==> src/rtl/tcw_pkg.sv <==
// shared types and constants for the text console writer
`default_nettype none

package tcw_pkg;

  localparam int unsigned OPCODE_W     = 2;
  localparam int unsigned CHAR_W       = 8;
  localparam int unsigned CELL_INDEX_W = 11;
  localparam int unsigned CELL_W       = 16;
  localparam int unsigned ATTR_W       = 8;
  localparam int unsigned ROW_OUT_W    = 5;
  localparam int unsigned COL_OUT_W    = 7;
  localparam int unsigned QDEPTH       = 2;
  localparam int unsigned QPTR_W       = 1;

  localparam logic [CELL_W-1:0] BLANK_CELL   = 16'h0720;
  localparam logic [CHAR_W-1:0] NEWLINE_CODE = 8'd10;
  localparam logic [ATTR_W-1:0] ATTR_RESET   = 8'd7;

  typedef enum logic [OPCODE_W-1:0] {
    OP_PUT   = 2'd0,
    OP_CLEAR = 2'd1,
    OP_READ  = 2'd2
  } op_e;

  typedef enum logic [2:0] {
    CMD_NOP     = 3'd0,
    CMD_PUT     = 3'd1,
    CMD_NEWLINE = 3'd2,
    CMD_CLEAR   = 3'd3,
    CMD_READ    = 3'd4
  } cmd_e;

  typedef struct packed {
    cmd_e                    kind;
    logic [CHAR_W-1:0]       char_code;
    logic [CELL_INDEX_W-1:0] cell_index;
  } cmd_t;

  typedef enum logic [2:0] {
    ST_INIT  = 3'd0,
    ST_IDLE  = 3'd1,
    ST_READ  = 3'd2,
    ST_CLEAR = 3'd3,
    ST_COPY  = 3'd4,
    ST_DRAIN = 3'd5,
    ST_FILL  = 3'd6
  } state_e;

endpackage

`default_nettype wire

==> src/rtl/tcw_front.sv <==
// input stage: classifies incoming words and queues them as commands
`default_nettype none

module tcw_front
  import tcw_pkg::*;
#(
  parameter int unsigned CELL_COUNT = 2000
) (
  input  wire logic                    clk_i,
  input  wire logic                    rst_ni,
  input  wire logic                    in_valid_i,
  output logic                         in_stall_o,
  input  wire logic [OPCODE_W-1:0]     opcode_i,
  input  wire logic [CHAR_W-1:0]       char_code_i,
  input  wire logic [CELL_INDEX_W-1:0] cell_index_i,
  input  wire logic                    back_ready_i,
  output logic                         cmd_valid_o,
  output cmd_t                         cmd_o,
  input  wire logic                    cmd_pop_i
);

  cmd_t                 queue_q [QDEPTH];
  logic [QPTR_W-1:0]    wr_ptr_q, wr_ptr_d;
  logic [QPTR_W-1:0]    rd_ptr_q, rd_ptr_d;
  logic [QPTR_W:0]      count_q, count_d;
  logic                 push;
  cmd_t                 cmd_new;

  always_comb begin
    cmd_new            = '0;
    cmd_new.char_code  = char_code_i;
    cmd_new.cell_index = cell_index_i;
    unique case (opcode_i)
      OP_PUT: begin
        cmd_new.kind = (char_code_i == NEWLINE_CODE) ? CMD_NEWLINE : CMD_PUT;
      end
      OP_CLEAR: begin
        cmd_new.kind = CMD_CLEAR;
      end
      OP_READ: begin
        // out of range reads behave as no-ops
        cmd_new.kind = (32'(cell_index_i) < CELL_COUNT) ? CMD_READ : CMD_NOP;
      end
      default: begin
        cmd_new.kind = CMD_NOP;
      end
    endcase
  end

  assign in_stall_o  = (count_q == (QPTR_W+1)'(QDEPTH)) || !back_ready_i;
  assign push        = in_valid_i && !in_stall_o;
  assign cmd_valid_o = (count_q != '0);
  assign cmd_o       = queue_q[rd_ptr_q];

  always_comb begin
    wr_ptr_d = push ? wr_ptr_q + 1'b1 : wr_ptr_q;
    rd_ptr_d = cmd_pop_i ? rd_ptr_q + 1'b1 : rd_ptr_q;
    count_d  = count_q + (QPTR_W+1)'(push) - (QPTR_W+1)'(cmd_pop_i);
  end

  always_ff @(posedge clk_i or negedge rst_ni) begin
    if (!rst_ni) begin
      wr_ptr_q <= '0;
      rd_ptr_q <= '0;
      count_q  <= '0;
    end else begin
      wr_ptr_q <= wr_ptr_d;
      rd_ptr_q <= rd_ptr_d;
      count_q  <= count_d;
    end
  end

  always_ff @(posedge clk_i) begin
    if (push) begin
      queue_q[wr_ptr_q] <= cmd_new;
    end
  end

endmodule

`default_nettype wire

==> config.mk <==
export PLATFORM = sky130hd
export DESIGN_NAME = tcw_front
export DESIGN_NICKNAME = d
export VERILOG_FILES = /design/src/rtl/tcw_pkg.sv /design/src/rtl/tcw_front.sv
export SDC_FILE = /design/constraint.sdc
export NUM_CORES = 1
export LEC_CHECK = 0
export BUFFER_PORTS_ARGS = -buffer_cell sky130_fd_sc_hd__buf_4
export CAP_MARGIN = 25
export CELL_PAD_IN_SITES_DETAIL_PLACEMENT = 2
export CELL_PAD_IN_SITES_GLOBAL_PLACEMENT = 2
export CORE_UTILIZATION = 30
export CTS_BUF_LIST = sky130_fd_sc_hd__clkbuf_8 sky130_fd_sc_hd__clkbuf_16
export DETAILED_ROUTE_END_ITERATION = 10
export GPL_TIMING_DRIVEN = 0
export PLACE_DENSITY = 0.65
export SLEW_MARGIN = 40
export SYNTH_ARGS = -nofsm -noshare
export SYNTH_HDL_FRONTEND = slang
export SYNTH_SLANG_ARGS = --single-unit
==> constraint.sdc <==
create_clock -name clk_i -period 3.11 [get_ports clk_i]
set_input_delay 0.1555 -clock clk_i [delete_from_list [all_inputs] [get_ports clk_i]]
set_output_delay 0.1555 -clock clk_i [all_outputs]
set_load 0.03 [all_outputs]
==> impl_metrics.json <==
{
  "m1WireLength_mm": 1.44,
  "ys_types": 18,
  "fin_ws_ns": 1.47,
  "outcome": "completed",
  "gr-total-overflow": 0,
  "yosysWarnings": 0,
  "grt_max_degree": 14,
  "area_growth_pct": 31.9,
  "drtPass1Iterations": 2,
  "met3WireLength_um": 194,
  "core_um2": 5960,
  "power_density_nw_per_um2": 820,
  "routed_wl_mm": 3.74,
  "top_layer": "met4",
  "drt_iter0_drc": 17,
  "fin_nets": 182,
  "reg2reg_to": "count_q[1]",
  "vdd_drop_max_uv": 261,
  "vias": 1028,
  "regToRegStartpoint": "count_q[0]",
  "clk_latency_ns": 0.30,
  "synthesis.area_um2": 1860,
  "hold_path_class": "primary input to flop",
  "slew_headroom": 0.650,
  "slew_violations": 0,
  "endpoint": "cmd_o[13]",
  "hold_slack_ns": 0.0368,
  "tns_ns": 0,
  "worstPathArrival_ns": 1.49,
  "fin_cells": 229,
  "netlist_instances": 95,
  "fin_util": 0.412,
  "post-place-ws_ns": 1.48,
  "ant_nets": 0,
  "total_power_mw": 2.01,
  "cpPeakStageDelay_ns": 0.47,
  "period_share": 0.528,
  "period_minus_slack_ns": 1.64,
  "worst_r2r_path_depth": 6,
  "avgSynthCellArea_um2": 19.6,
  "cts_tree": "done",
  "fp.dieArea_um2": 6520,
  "dp_hpwl_mm": 2.88,
  "worst-path-max-fanout": 10,
  "clkSlewWorstSetupHoldPaths_ns": 0.08,
  "cp.required_ns": 2.95,
  "die_w_um": 80.7,
  "fillers": 606,
  "cp-startpoint": "rd_ptr_q",
  "cp-start-kind": "flop",
  "critical_path_class": "flop to output port",
  "hold_viol": 0,
  "num_rows": 28,
  "antenna_found_initial": 0,
  "place_inst": 221,
  "drive_gt1_frac": 0.545,
  "design_area_um2": 2450,
  "io_buffers": 49,
  "endpoint_kind": "output port",
  "hold_depth": 2,
  "synth_seq_cells": 48,
  "critical-path-slowest-cell": "dfrtp_1",
  "reg2reg_slack_ns": 1.48,
  "route.detailed.drc": 0,
  "layout_commonest_cell": "buf_4",
  "first_global_vias": 1118,
  "placed_cell_area_um2": 2370,
  "final_cell_mix": "buf_4 (49), edfxtp_1 (44), mux2_2 (22), clkbuf_8 (5)",
  "ys_seq_area_frac": 0.764,
  "rsz0062_at_grt": "false",
  "skew_ns": 0.00456,
  "met2RoutedLength_mm": 2.07,
  "antennaDiodeCount": 0,
  "clock_path_buffers": 2,
  "cts.repair.resized": 0,
  "finalSetupViolations": 0,
  "leakage_nw": 0.919,
  "clockRootBuffer": "clkbuf_8",
  "max_freq_mhz": 609,
  "crit_path_cell_trace": "buf_6, mux2_2, buf_4",
  "synth_nets": 123,
  "finalWeightedCongestion": 0.696,
  "worstMarginPinSlew_ns": 0.520,
  "start_util": 0.312,
  "drv_cap": 0,
  "wl_per_cell_um": 16.3,
  "track_usage": 0.127,
  "htreeDepth": 2,
  "vias_per_cell": 4.49,
  "cts_made_buffers": 5,
  "cts_sinks": 48,
  "grt_first_pass_wirelength_mm": 5.75,
  "dieHeight_um": 80.7,
  "io_pins": 50
}
## report_power, final
group	switching (mW)	total, mW	internal, mW
combinational	0.458	0.814	0.356
clock	0.183	0.331	0.148
sequential	0.0544	0.867	0.813
total	0.695	2.01	1.32
## kinds of logic after synthesis
family,count (synthesis),share of synthesized area
flip-flops,48,0.764
AND/OR/NAND/NOR,7,0.0215
buffers and inverters,6,0.0202
XOR/XNOR,4,0.0188
adder cells (fa/ha/maj),2,0.0135
AO/OA/AOI/OAI,6,0.0283
multiplexers,22,0.133
## Yosys cell counts
cell	count	area [µm²]
nor4_1	1	6.26
a31oi_1	1	6.26
edfxtp_1	44	1320
xor2_1	1	8.76
or2_2	1	6.26
buf_6	2	22.5
nand4_1	1	6.26
inv_1	4	15.0
a21oi_1	1	5.00
ha_1	2	25.0
o21ai_0	2	10.0
nor4bb_1	1	10.0
o211a_1	1	10.0
o211ai_4	1	21.3
mux2_2	22	248
xnor2_1	3	26.3
dfrtp_1	4	100
nor2_1	3	11.3
## flip-flops by register name, summed over array words and instances (netlist names)
signal and flops:
rd_ptr_q 1, count_q 2, queue_q 44, wr_ptr_q 1
## metal layers
metal  GRT usage  up-vias
met2       0.236       30
met5           0        -
met3      0.0398        6
met1       0.134      510
met4      0.0429        0
li1            -      482
## final cells by class
type / instances / area (µm²) / area share
timing repair buffer: 52 / 408 / 0.166
clock inverter: 2 / 7.51 / 0.00306
buffer: 2 / 22.5 / 0.00918
sequential: 48 / 1420 / 0.580
multi-input combinational: 41 / 415 / 0.169
tap: 75 / 93.8 / 0.0383
inverter: 4 / 15.0 / 0.00612
clock buffer: 5 / 68.8 / 0.0281
## how the worst min path moves through the flow
stage / from / endpoint / slack (ns)
after global placement: rst_ni / count_q[0] / -0.05
after floorplan: rst_ni / count_q[0] / -0.14
final: cmd_pop_i / rd_ptr_q / 0.04
after global routing: cell_index_i[1] / queue_q[1][1] / 0.03
after detailed placement: rst_ni / count_q[0] / -0.04
after CTS: cmd_pop_i / rd_ptr_q / 0.03
## repair_timing
| action | CTS | global route |
|---|---|---|
| hold buffers | 1 | 0 |
| endpoints found under the hold margin | 4 | 0 |
| buffers inserted | 0 | 0 |
## critical path: cells and delay by family, from the launching register on
kind	cells	cell delay [ns]
buffers and inverters	2	0.37
multiplexers	1	0.35
flip-flops	1	0.47
(Power assumes the default switching activity.)
